**config.mk**
```make
export PLATFORM = sky130hd
export DESIGN_NAME = point_in_polygon_crossing
export DESIGN_NICKNAME = d
export VERILOG_FILES = /design/src/hdl/pip_pkg.sv /design/src/hdl/point_in_polygon_crossing.sv /design/src/hdl/pip_ram.sv /design/src/hdl/pip_div.sv
export VERILOG_INCLUDE_DIRS = /design/src /design/src/hdl
export SDC_FILE = /design/constraint.sdc
export NUM_CORES = 2
export LEC_CHECK = 0
export BUFFER_PORTS_ARGS = -buffer_cell sky130_fd_sc_hd__clkbuf_2
export CORE_ASPECT_RATIO = 0.7
export CORE_UTILIZATION = 50
export DETAILED_ROUTE_END_ITERATION = 10
export MAX_ROUTING_LAYER = met4
export PLACE_DENSITY = 0.74
export SYNTH_ARGS = -nofsm -noshare
export SYNTH_HDL_FRONTEND = slang
export SYNTH_HIERARCHICAL = 1
export SYNTH_SLANG_ARGS = --single-unit
export TNS_END_PERCENT = 20
```
**constraint.sdc**
```tcl
create_clock -name aclk -period 7.3 [get_ports aclk]
set_input_delay 0.365 -clock aclk [delete_from_list [all_inputs] [get_ports aclk]]
set_output_delay 0.365 -clock aclk [all_outputs]
set_load 0.005 [all_outputs]
```
**src/hdl/assert_macros.svh**
```systemverilog
// Assertion helpers shared by the RTL files.
`ifndef ASSERT_MACROS_SVH
`define ASSERT_MACROS_SVH

// Same-cycle implication, held off while reset is asserted.
`define ASSERT_IMPLY(label, clk, rstn, ante, cons, msg) \
    label: assert property (@(posedge clk) disable iff (!(rstn)) (ante) |-> (cons)) \
        else $error(msg);

// Next-cycle implication, held off while reset is asserted.
`define ASSERT_NEXT(label, clk, rstn, ante, cons, msg) \
    label: assert property (@(posedge clk) disable iff (!(rstn)) (ante) |=> (cons)) \
        else $error(msg);

`endif

```
**src/hdl/pip_pkg.sv**
```systemverilog
package pip_pkg;

    localparam int COORD_BITS   = 16;
    localparam int MAX_VERTICES = 64;
    localparam int IDX_W        = $clog2(MAX_VERTICES);
    localparam int VIDX_W       = 6;
    localparam int CNT_W        = 7;
    localparam int DIFF_W       = COORD_BITS + 1;
    localparam int PROD_W       = 2 * DIFF_W;
    localparam int QUO_W        = DIFF_W + 1;
    localparam int VERT_W       = 2 * COORD_BITS;
    localparam int S_TDATA_W    = ((VIDX_W + 2 * COORD_BITS + 7) / 8) * 8;
    localparam int M_TDATA_W    = 8;
    localparam int PADDR_W      = 3;
    localparam int PDATA_W      = 32;

    localparam logic [CNT_W-1:0] VERTEX_COUNT_RST = CNT_W'(3);
    localparam logic [CNT_W-1:0] VERTEX_COUNT_MAX = CNT_W'(MAX_VERTICES);

    typedef logic signed [COORD_BITS-1:0] coord_t;

    typedef enum logic {
        OP_LOAD  = 1'b0,
        OP_QUERY = 1'b1
    } op_t;

    typedef enum logic {
        REG_VERTEX_COUNT = 1'b0,
        REG_NONE         = 1'b1
    } reg_idx_t;

    typedef enum logic [3:0] {
        ST_IDLE,
        ST_READ,
        ST_LOAD_V,
        ST_NEXT,
        ST_TEST,
        ST_MUL,
        ST_DIVGO,
        ST_DIVWAIT,
        ST_CMP,
        ST_DONE
    } state_t;

    typedef struct packed {
        logic                start;
        logic [PROD_W-1:0]   dividend;
        logic [DIFF_W-1:0]   divisor;
    } div_ctrl_t;

    typedef struct packed {
        logic                busy;
        logic                done;
        logic [PROD_W-1:0]   quotient;
    } div_stat_t;

endpackage

```
**src/hdl/point_in_polygon_crossing.sv**
```systemverilog
// Point-in-polygon test by crossing count, against a polygon held in a
// 64-entry vertex table.
// Input stream (s_*): one transaction per item. s_tuser selects the kind:
// load (0) writes point_x/point_y into slot vertex_index, query (1) tests
// the point against vertices 0 .. vertex_count-1. Load transactions produce
// nothing; each query produces one result transaction on m_* carrying
// inside_res (1 = inside).
// vertex_count sits at APB address 0 (reset value 3, saturated to 64).
// Write it only while the block is idle.
// A load is taken without leaving idle, so loads can follow back to back.
// In a query, an edge that passes the span check and is not vertical goes
// through multiply, divide and compare; other edges skip them. The 34-step
// restoring divider, shared by all edges, dominates a query, and s_tready
// stays low for the whole walk.
// Reset (synchronous, aresetn low) returns the sequencer to idle, drops any
// pending result and restores vertex_count; the vertex table is not cleared
// and a query must only touch slots loaded since reset.
// A stalled receiver holds the result in the output register; the block
// keeps taking loads and starts the next query, which then waits at its end
// until the previous result has been taken.
`include "assert_macros.svh"

module point_in_polygon_crossing
    import pip_pkg::*;
(
    input  logic                 aclk,
    input  logic                 aresetn,
    input  logic                 s_tvalid,
    output logic                 s_tready,
    // [5:0] vertex_index, [21:6] point_x, [37:22] point_y, [39:38] zero
    input  logic [S_TDATA_W-1:0] s_tdata,
    // [0] operation
    input  logic [0:0]           s_tuser,
    output logic                 m_tvalid,
    input  logic                 m_tready,
    // [0] inside_res, [7:1] zero
    output logic [M_TDATA_W-1:0] m_tdata,
    input  logic                 psel,
    input  logic                 penable,
    input  logic                 pwrite,
    input  logic [PADDR_W-1:0]   paddr,
    input  logic [PDATA_W-1:0]   pwdata,
    output logic [PDATA_W-1:0]   prdata,
    output logic                 pready
);

    // unpack the input transaction
    logic [VIDX_W-1:0] in_idx;
    coord_t            in_x;
    coord_t            in_y;
    op_t               in_op;
    logic              in_acc;

    assign in_idx = s_tdata[VIDX_W-1:0];
    assign in_x   = s_tdata[VIDX_W +: COORD_BITS];
    assign in_y   = s_tdata[VIDX_W+COORD_BITS +: COORD_BITS];
    assign in_op  = op_t'(s_tuser[0]);
    assign in_acc = s_tvalid && s_tready;

    // configuration register
    logic [CNT_W-1:0] vcount_reg;
    reg_idx_t         reg_sel;

    assign pready  = 1'b1;
    assign reg_sel = reg_idx_t'(paddr[2]);
    assign prdata  = (reg_sel == REG_VERTEX_COUNT) ? PDATA_W'(vcount_reg) : '0;

    always_ff @(posedge aclk) begin
        if (!aresetn) begin
            vcount_reg <= VERTEX_COUNT_RST;
        end else if (psel && penable && pwrite && pready && reg_sel == REG_VERTEX_COUNT) begin
            vcount_reg <= pwdata[CNT_W-1:0];
        end
    end

    // sequencer and datapath registers
    state_t            state_reg, state_next;
    logic [CNT_W-1:0]  n_reg;
    logic [CNT_W-1:0]  k_reg;
    logic              closing_reg;
    logic              parity_reg;
    logic              m_tvalid_reg;
    logic              inside_reg;
    coord_t            px_reg, py_reg;
    coord_t            ax_reg, ay_reg, bx_reg, by_reg;
    coord_t            prev_x_reg, prev_y_reg, first_x_reg, first_y_reg;
    logic signed [DIFF_W-1:0] dyp_reg, dx_reg, den_reg;
    logic signed [PROD_W-1:0] prod_reg;
    logic              neg_reg;

    // vertex table
    logic              ram_we;
    logic              ram_re;
    logic [VERT_W-1:0] ram_rdata;
    coord_t            rd_x, rd_y;

    assign ram_we = in_acc && in_op == OP_LOAD && int'(in_idx) < MAX_VERTICES;
    assign rd_x   = ram_rdata[COORD_BITS-1:0];
    assign rd_y   = ram_rdata[VERT_W-1:COORD_BITS];

    pip_ram #(
        .WIDTH (VERT_W),
        .DEPTH (MAX_VERTICES)
    ) u_table (
        .aclk  (aclk),
        .we    (ram_we),
        .waddr (IDX_W'(in_idx)),
        .wdata ({in_y, in_x}),
        .re    (ram_re),
        .raddr (k_reg[IDX_W-1:0]),
        .rdata (ram_rdata)
    );

    // shared divider
    div_ctrl_t div_ctrl;
    div_stat_t div_stat;
    logic      div_start;

    pip_div u_div (
        .aclk    (aclk),
        .aresetn (aresetn),
        .ctrl    (div_ctrl),
        .stat    (div_stat)
    );

    // edge span test on the current edge
    coord_t lo_y, hi_y, hi_x;
    logic   in_span;
    logic   vertical;

    assign lo_y     = (ay_reg < by_reg) ? ay_reg : by_reg;
    assign hi_y     = (ay_reg > by_reg) ? ay_reg : by_reg;
    assign hi_x     = (ax_reg > bx_reg) ? ax_reg : bx_reg;
    assign in_span  = (py_reg > lo_y) && (py_reg <= hi_y) && (px_reg <= hi_x)
                      && (ay_reg != by_reg);
    assign vertical = ax_reg == bx_reg;

    // crossing x from the signed quotient
    logic signed [QUO_W:0] q_pos, q_s, cross_x, px_ext;

    assign q_pos   = $signed({1'b0, div_stat.quotient[QUO_W-1:0]});
    assign q_s     = neg_reg ? -q_pos : q_pos;
    assign cross_x = q_s + (QUO_W+1)'(ax_reg);
    assign px_ext  = (QUO_W+1)'(px_reg);

    // magnitudes into the divider
    assign div_ctrl = '{
        start:    div_start,
        dividend: prod_reg[PROD_W-1] ? PROD_W'(-prod_reg) : PROD_W'(prod_reg),
        divisor:  den_reg[DIFF_W-1] ? DIFF_W'(-den_reg) : DIFF_W'(den_reg)
    };

    logic n_zero;
    logic [CNT_W-1:0] n_sat;
    logic out_free;

    assign n_sat    = (vcount_reg > VERTEX_COUNT_MAX) ? VERTEX_COUNT_MAX : vcount_reg;
    assign n_zero   = n_sat == '0;
    assign out_free = !m_tvalid_reg || m_tready;

    // next state
    always_comb begin
        state_next = state_reg;
        unique case (state_reg)
            ST_IDLE: begin
                if (in_acc && in_op == OP_QUERY) begin
                    state_next = n_zero ? ST_DONE : ST_READ;
                end
            end
            ST_READ:    state_next = ST_LOAD_V;
            ST_LOAD_V:  state_next = (k_reg == '0) ? ST_NEXT : ST_TEST;
            ST_NEXT: begin
                priority if (closing_reg) begin
                    state_next = ST_DONE;
                end else if (k_reg == n_reg) begin
                    state_next = ST_TEST;
                end else begin
                    state_next = ST_READ;
                end
            end
            ST_TEST:    state_next = (in_span && !vertical) ? ST_MUL : ST_NEXT;
            ST_MUL:     state_next = ST_DIVGO;
            ST_DIVGO:   state_next = ST_DIVWAIT;
            ST_DIVWAIT: state_next = div_stat.done ? ST_CMP : ST_DIVWAIT;
            ST_CMP:     state_next = ST_NEXT;
            ST_DONE:    state_next = out_free ? ST_IDLE : ST_DONE;
            default:    state_next = ST_IDLE;
        endcase
    end

    // sequencer outputs
    always_comb begin
        s_tready  = 1'b0;
        ram_re    = 1'b0;
        div_start = 1'b0;
        unique case (state_reg)
            ST_IDLE:  s_tready  = 1'b1;
            ST_READ:  ram_re    = 1'b1;
            ST_DIVGO: div_start = 1'b1;
            default: begin
            end
        endcase
    end

    always_ff @(posedge aclk) begin
        if (!aresetn) begin
            state_reg    <= ST_IDLE;
            n_reg        <= '0;
            k_reg        <= '0;
            closing_reg  <= 1'b0;
            parity_reg   <= 1'b0;
            m_tvalid_reg <= 1'b0;
        end else begin
            state_reg <= state_next;
            // present a finished query, else drop a result once it is taken
            if (state_reg == ST_DONE && out_free) begin
                m_tvalid_reg <= 1'b1;
            end else if (m_tvalid_reg && m_tready) begin
                m_tvalid_reg <= 1'b0;
            end
            unique case (state_reg)
                ST_IDLE: begin
                    if (in_acc && in_op == OP_QUERY) begin
                        n_reg       <= n_sat;
                        k_reg       <= '0;
                        closing_reg <= 1'b0;
                        parity_reg  <= 1'b0;
                    end
                end
                ST_LOAD_V: begin
                    k_reg <= k_reg + CNT_W'(1);
                end
                ST_NEXT: begin
                    // all vertices read: close the ring back to the first
                    if (!closing_reg && k_reg == n_reg) begin
                        closing_reg <= 1'b1;
                    end
                end
                ST_TEST: begin
                    if (in_span && vertical) begin
                        parity_reg <= !parity_reg;
                    end
                end
                ST_CMP: begin
                    if (px_ext <= cross_x) begin
                        parity_reg <= !parity_reg;
                    end
                end
                default: begin
                end
            endcase
        end
    end

    // payload registers
    always_ff @(posedge aclk) begin
        if (state_reg == ST_IDLE && in_acc) begin
            px_reg <= in_x;
            py_reg <= in_y;
        end
        if (state_reg == ST_LOAD_V) begin
            prev_x_reg <= rd_x;
            prev_y_reg <= rd_y;
            if (k_reg == '0) begin
                first_x_reg <= rd_x;
                first_y_reg <= rd_y;
            end else begin
                ax_reg <= prev_x_reg;
                ay_reg <= prev_y_reg;
                bx_reg <= rd_x;
                by_reg <= rd_y;
            end
        end
        if (state_reg == ST_NEXT && !closing_reg && k_reg == n_reg) begin
            ax_reg <= prev_x_reg;
            ay_reg <= prev_y_reg;
            bx_reg <= first_x_reg;
            by_reg <= first_y_reg;
        end
        if (state_reg == ST_TEST) begin
            dyp_reg <= DIFF_W'(py_reg) - DIFF_W'(ay_reg);
            dx_reg  <= DIFF_W'(bx_reg) - DIFF_W'(ax_reg);
            den_reg <= DIFF_W'(by_reg) - DIFF_W'(ay_reg);
        end
        if (state_reg == ST_MUL) begin
            prod_reg <= dyp_reg * dx_reg;
        end
        if (state_reg == ST_DIVGO) begin
            neg_reg <= prod_reg[PROD_W-1] ^ den_reg[DIFF_W-1];
        end
        if (state_reg == ST_DONE && out_free) begin
            inside_reg <= parity_reg;
        end
    end

    assign m_tvalid = m_tvalid_reg;
    assign m_tdata  = M_TDATA_W'(inside_reg);

    `ASSERT_IMPLY(a_walk_bound, aclk, aresetn, 1'b1, k_reg <= n_reg, "vertex counter ran past the count")
    `ASSERT_IMPLY(a_div_idle_start, aclk, aresetn, div_ctrl.start, !div_stat.busy, "divider started while busy")
    `ASSERT_NEXT(a_done_delivers, aclk, aresetn, state_reg == ST_DONE && out_free, m_tvalid && state_reg == ST_IDLE, "finished query not presented")

endmodule

```
**src/hdl/pip_ram.sv**
```systemverilog
module pip_ram #(
    parameter int WIDTH = 32,
    parameter int DEPTH = 64
) (
    input  logic                     aclk,
    input  logic                     we,
    input  logic [$clog2(DEPTH)-1:0] waddr,
    input  logic [WIDTH-1:0]         wdata,
    input  logic                     re,
    input  logic [$clog2(DEPTH)-1:0] raddr,
    output logic [WIDTH-1:0]         rdata
);

    logic [WIDTH-1:0] mem [DEPTH];
    logic [WIDTH-1:0] rdata_reg;

    always_ff @(posedge aclk) begin
        if (we) begin
            mem[waddr] <= wdata;
        end
        if (re) begin
            rdata_reg <= mem[raddr];
        end
    end

    assign rdata = rdata_reg;

endmodule

```
**src/hdl/pip_div.sv**
```systemverilog
`include "assert_macros.svh"

module pip_div
    import pip_pkg::*;
(
    input  logic      aclk,
    input  logic      aresetn,
    input  div_ctrl_t ctrl,
    output div_stat_t stat
);

    localparam int CNT_DW = $clog2(PROD_W + 1);

    logic [PROD_W-1:0] dvd_reg, dvd_next;
    logic [PROD_W-1:0] quo_reg, quo_next;
    logic [DIFF_W-1:0] dvs_reg, dvs_next;
    logic [DIFF_W-1:0] rem_reg, rem_next;
    logic [CNT_DW-1:0] cnt_reg, cnt_next;
    logic              busy_reg, busy_next;
    logic              done_reg, done_next;

    logic [DIFF_W:0]   rem_sh;
    logic [DIFF_W:0]   rem_sub;
    logic              fits;

    // one restoring step: shift in the next dividend bit, subtract if it fits
    assign rem_sh  = {rem_reg, dvd_reg[PROD_W-1]};
    assign rem_sub = rem_sh - {1'b0, dvs_reg};
    assign fits    = rem_sh >= {1'b0, dvs_reg};

    always_comb begin
        dvd_next  = dvd_reg;
        quo_next  = quo_reg;
        dvs_next  = dvs_reg;
        rem_next  = rem_reg;
        cnt_next  = cnt_reg;
        busy_next = busy_reg;
        done_next = 1'b0;
        if (ctrl.start && !busy_reg) begin
            dvd_next  = ctrl.dividend;
            dvs_next  = ctrl.divisor;
            rem_next  = '0;
            quo_next  = '0;
            cnt_next  = CNT_DW'(PROD_W);
            busy_next = 1'b1;
        end else if (busy_reg) begin
            dvd_next = {dvd_reg[PROD_W-2:0], 1'b0};
            quo_next = {quo_reg[PROD_W-2:0], fits};
            rem_next = fits ? rem_sub[DIFF_W-1:0] : rem_sh[DIFF_W-1:0];
            cnt_next = cnt_reg - CNT_DW'(1);
            if (cnt_reg == CNT_DW'(1)) begin
                busy_next = 1'b0;
                done_next = 1'b1;
            end
        end
    end

    always_ff @(posedge aclk) begin
        if (!aresetn) begin
            busy_reg <= 1'b0;
            done_reg <= 1'b0;
            cnt_reg  <= '0;
        end else begin
            busy_reg <= busy_next;
            done_reg <= done_next;
            cnt_reg  <= cnt_next;
        end
        dvd_reg <= dvd_next;
        quo_reg <= quo_next;
        dvs_reg <= dvs_next;
        rem_reg <= rem_next;
    end

    assign stat.busy     = busy_reg;
    assign stat.done     = done_reg;
    assign stat.quotient = quo_reg;

    `ASSERT_NEXT(a_start_sets_busy, aclk, aresetn, ctrl.start && !busy_reg, busy_reg, "divider did not start")
    `ASSERT_IMPLY(a_busy_has_count, aclk, aresetn, busy_reg, cnt_reg != '0, "divider busy with no steps left")

endmodule

```
==> flow_summary_export.csv <==
group,metric,value,unit
final_layout,syn2layout_area_growth,10.6,%
worst_setup_path,end_kind,"flop",
place,dpl_cell_area,0.115,mm2
worst_setup_path,path_delay_family,"adder cells",
detailed_routing,wl_met2,124000,um
detailed_routing,via_per_inst,6.22,
sta,grt_setup_unrepaired,"no",
worst_hold_path,min_path_type,"primary input to flop",
sta,finalCriticalPeriod,6.88,ns
sta,hold_viol_final,0,
final_layout,drive_gt1_frac,0.191,
run,drv_cap,0,
clocking,cts_made_buffers,221,
floorplanning,die_area,0.222,mm2
worst_setup_path,crit_fanout,11,
power_and_ir_drop,power_density,230,mW/mm2
floorplanning,start_util,0.505,
final_layout,stdcell_area,0.122,mm2
clocking,clkTransAtPathRegs,0.07,ns
final_layout,seq_area,0.0728,mm2
floorplanning,die_h,395,um
detailed_routing,met1Wirelength,110000,um
detailed_routing,ant_nets,0,
clocking,clock-sinks,2449,
global_routing,grt_pass1_wl,404000,um
final_layout,nets,7131,
status,status,"completed",
global_routing,antenna_found_initial,7,
synthesis,ys.warnings.count,6,
final_layout,multiInputGateArea,0.0348,mm2
global_routing,grt_max_degree,104,
detailed_routing,routed_wl,276000,um
sta,final_max_slew_viol_count,0,
clocking,htree_levels,4,
worst_setup_path,cp.arrival,7.43,ns
place,port_buffers,63,
power_and_ir_drop,leakage,0.0404,uW
worst_setup_path,cpMaxStageDelayCell,"edfxtp_1",
synthesis,synth_area_per_cell,17.5,um2
power_and_ir_drop,p_switching,5820,uW
clocking,clk_latency,0.90,ns
sta,period_share,0.942,
detailed_routing,via_count,59621,
floorplanning,core.rowCount,143,
sta,clock_skew,0.114,ns
synthesis,netlist_area,0.110,mm2
worst_setup_path,critPathMostFrequentCell,"fa_1",
detailed_routing,top_layer,"met4",
clocking,cts_tree,"yes",
power_and_ir_drop,seq_power_share,0.556,
clocking,cts-root-buf,"clkbuf_16",
detailed_routing,met3WireLength,33200,um
power_and_ir_drop,power_frac_comb,0.037,
worst_setup_path,path_cells,"nand2_1, fa_1, inv_1, fa_1, inv_1, fa_1, inv_1, fa_1, inv_1, fa_1, inv_1, fa_1, ha_1, and3_1, a221oi_2, a21oi_1, o21ai_1, a31oi_1, a221o_1, o21ai_0, o21ai_0, xnor2_1",
floorplanning,die_w,563,um
power_and_ir_drop,irDropWorstVdd,0.269,mV
worst_setup_path,crit_required,7.85,ns
global_routing,grt_pass1_vias,59873,
place,gp_congestion,0.894,
detailed_routing,dr.pass1.iters,8,
worst_setup_path,crit_buf_inv,5,
sta,final.setup.tns,0,ns
worst_setup_path,start_kind,"flop",
worst_setup_path,cp_slowest_stage_delay,0.67,ns
floorplanning,core_area,0.218,mm2
detailed_routing,wire_per_inst,28.7,um
detailed_routing,first_iter_violations,7687,
clocking,ctsResizeCount,0,
global_routing,overflow,0,
floorplanning,boundaryPins,126,
sta,setup_viol,0,
final_layout,largest_reg_flops,2048,
final_layout,fillers,16170,
worst_setup_path,path_class,"flop to flop",
power_and_ir_drop,swShare,0.208,
global_routing,grt_use_total,0.257,
clocking,clock_path_buffers,4,
synthesis,syn_inst,6303,
power_and_ir_drop,pwr-share-clk,0.407,
power_and_ir_drop,p_int,22200,uW
place,dp_hpwl,165000,um
detailed_routing,drc,0,
sta,fmax,0.145,GHz
sta,slew_headroom,0.163,
sta,worst_slew_pin_slew,1.26,ns
layer usage:
metal / up-vias / track usage
met3: 451 / 0.0560
li1: 24646 / -
met1: 30894 / 0.364
met5: - / -
met4: 0 / 0.0764
met2: 3630 / 0.375
stage by stage:
step,hold WS (ns),util,worst slack [ns],std cells,power (uW)
after floorplan,0.400,-,1.09,6334,16400
after global placement,0.402,0.526,0.394,9165,16900
after detailed placement,0.405,0.526,0.364,9165,16900
after CTS,0.0158,0.558,0.380,9569,28100
after global routing,0.0741,0.559,0.0262,9580,28700
final,0.0392,0.559,0.423,9586,28000
layout make-up:
cell class,count,area share
inverters,413,0.0127
multi-input cells,3163,0.286
flip-flops and latches,2449,0.598
diodes,10,0.000206
repair buffers,256,0.0157
clock buffers,260,0.0468
clock inverters,135,0.0103
well taps,2900,0.0298
power groups by stage:
stage	clock (uW)	sequential, uW	combinational (uW)
3_5_place_dp	0	15900	1020
2_1_floorplan	0	15800	618
5_1_grt	12100	15600	1130
6_report	11400	15600	1040
3_3_place_gp	0	15900	991
4_1_cts	11500	15600	1030
layout by cell type, fill, tap and decap left out, types with 22 or more instances in the layout:
| master | instances |
|---|---|
| nand4_1 | 23 |
| and2_1 | 139 |
| o31ai_1 | 22 |
| clkinv_2 | 42 |
| a21oi_1 | 163 |
| xnor2_1 | 128 |
| nand3_1 | 63 |
| nor2b_1 | 66 |
| edfxtp_1 | 2378 |
| buf_4 | 174 |
| o21a_1 | 26 |
| fa_1 | 301 |
| inv_1 | 412 |
| nor2_4 | 62 |
| clkinv_1 | 48 |
| nor3_1 | 35 |
| nor2_1 | 172 |
| o22ai_1 | 86 |
| mux2i_1 | 149 |
| clkbuf_16 | 222 |
| xor2_1 | 41 |
| o221ai_1 | 27 |
| conb_1 | 33 |
| nand2_1 | 309 |
| mux2_2 | 69 |
| dfxtp_1 | 66 |
| clkbuf_1 | 38 |
| clkbuf_2 | 63 |
| ha_1 | 243 |
| a21o_1 | 32 |
| mux4_2 | 544 |
| nand2b_1 | 61 |
| o21ai_0 | 101 |
worst paths after layout:
path,end,cells past startpoint,slack (ns),from
worst max register to register,prod_reg[33]$_DFFE_PP_,22,0.42,dx_reg[6]$_DFFE_PP_
worst max-delay path,prod_reg[33]$_DFFE_PP_,22,0.42,dx_reg[6]$_DFFE_PP_
worst min-delay path,vcount_reg[0]$_SDFFE_PN1P_,2,0.04,aresetn
worst min register to register,ax_reg[3]$_DFFE_PP_,0,0.42,prev_x_reg[3]$_DFFE_PP_
what timing repair did:
item                                   CTS  global route
setup endpoints to repair                0             1
endpoints found under the hold margin   11             0
setup buffers                            0             7
hold buffers                             9             0
Note: power is estimated with default switching activity, not from simulation.
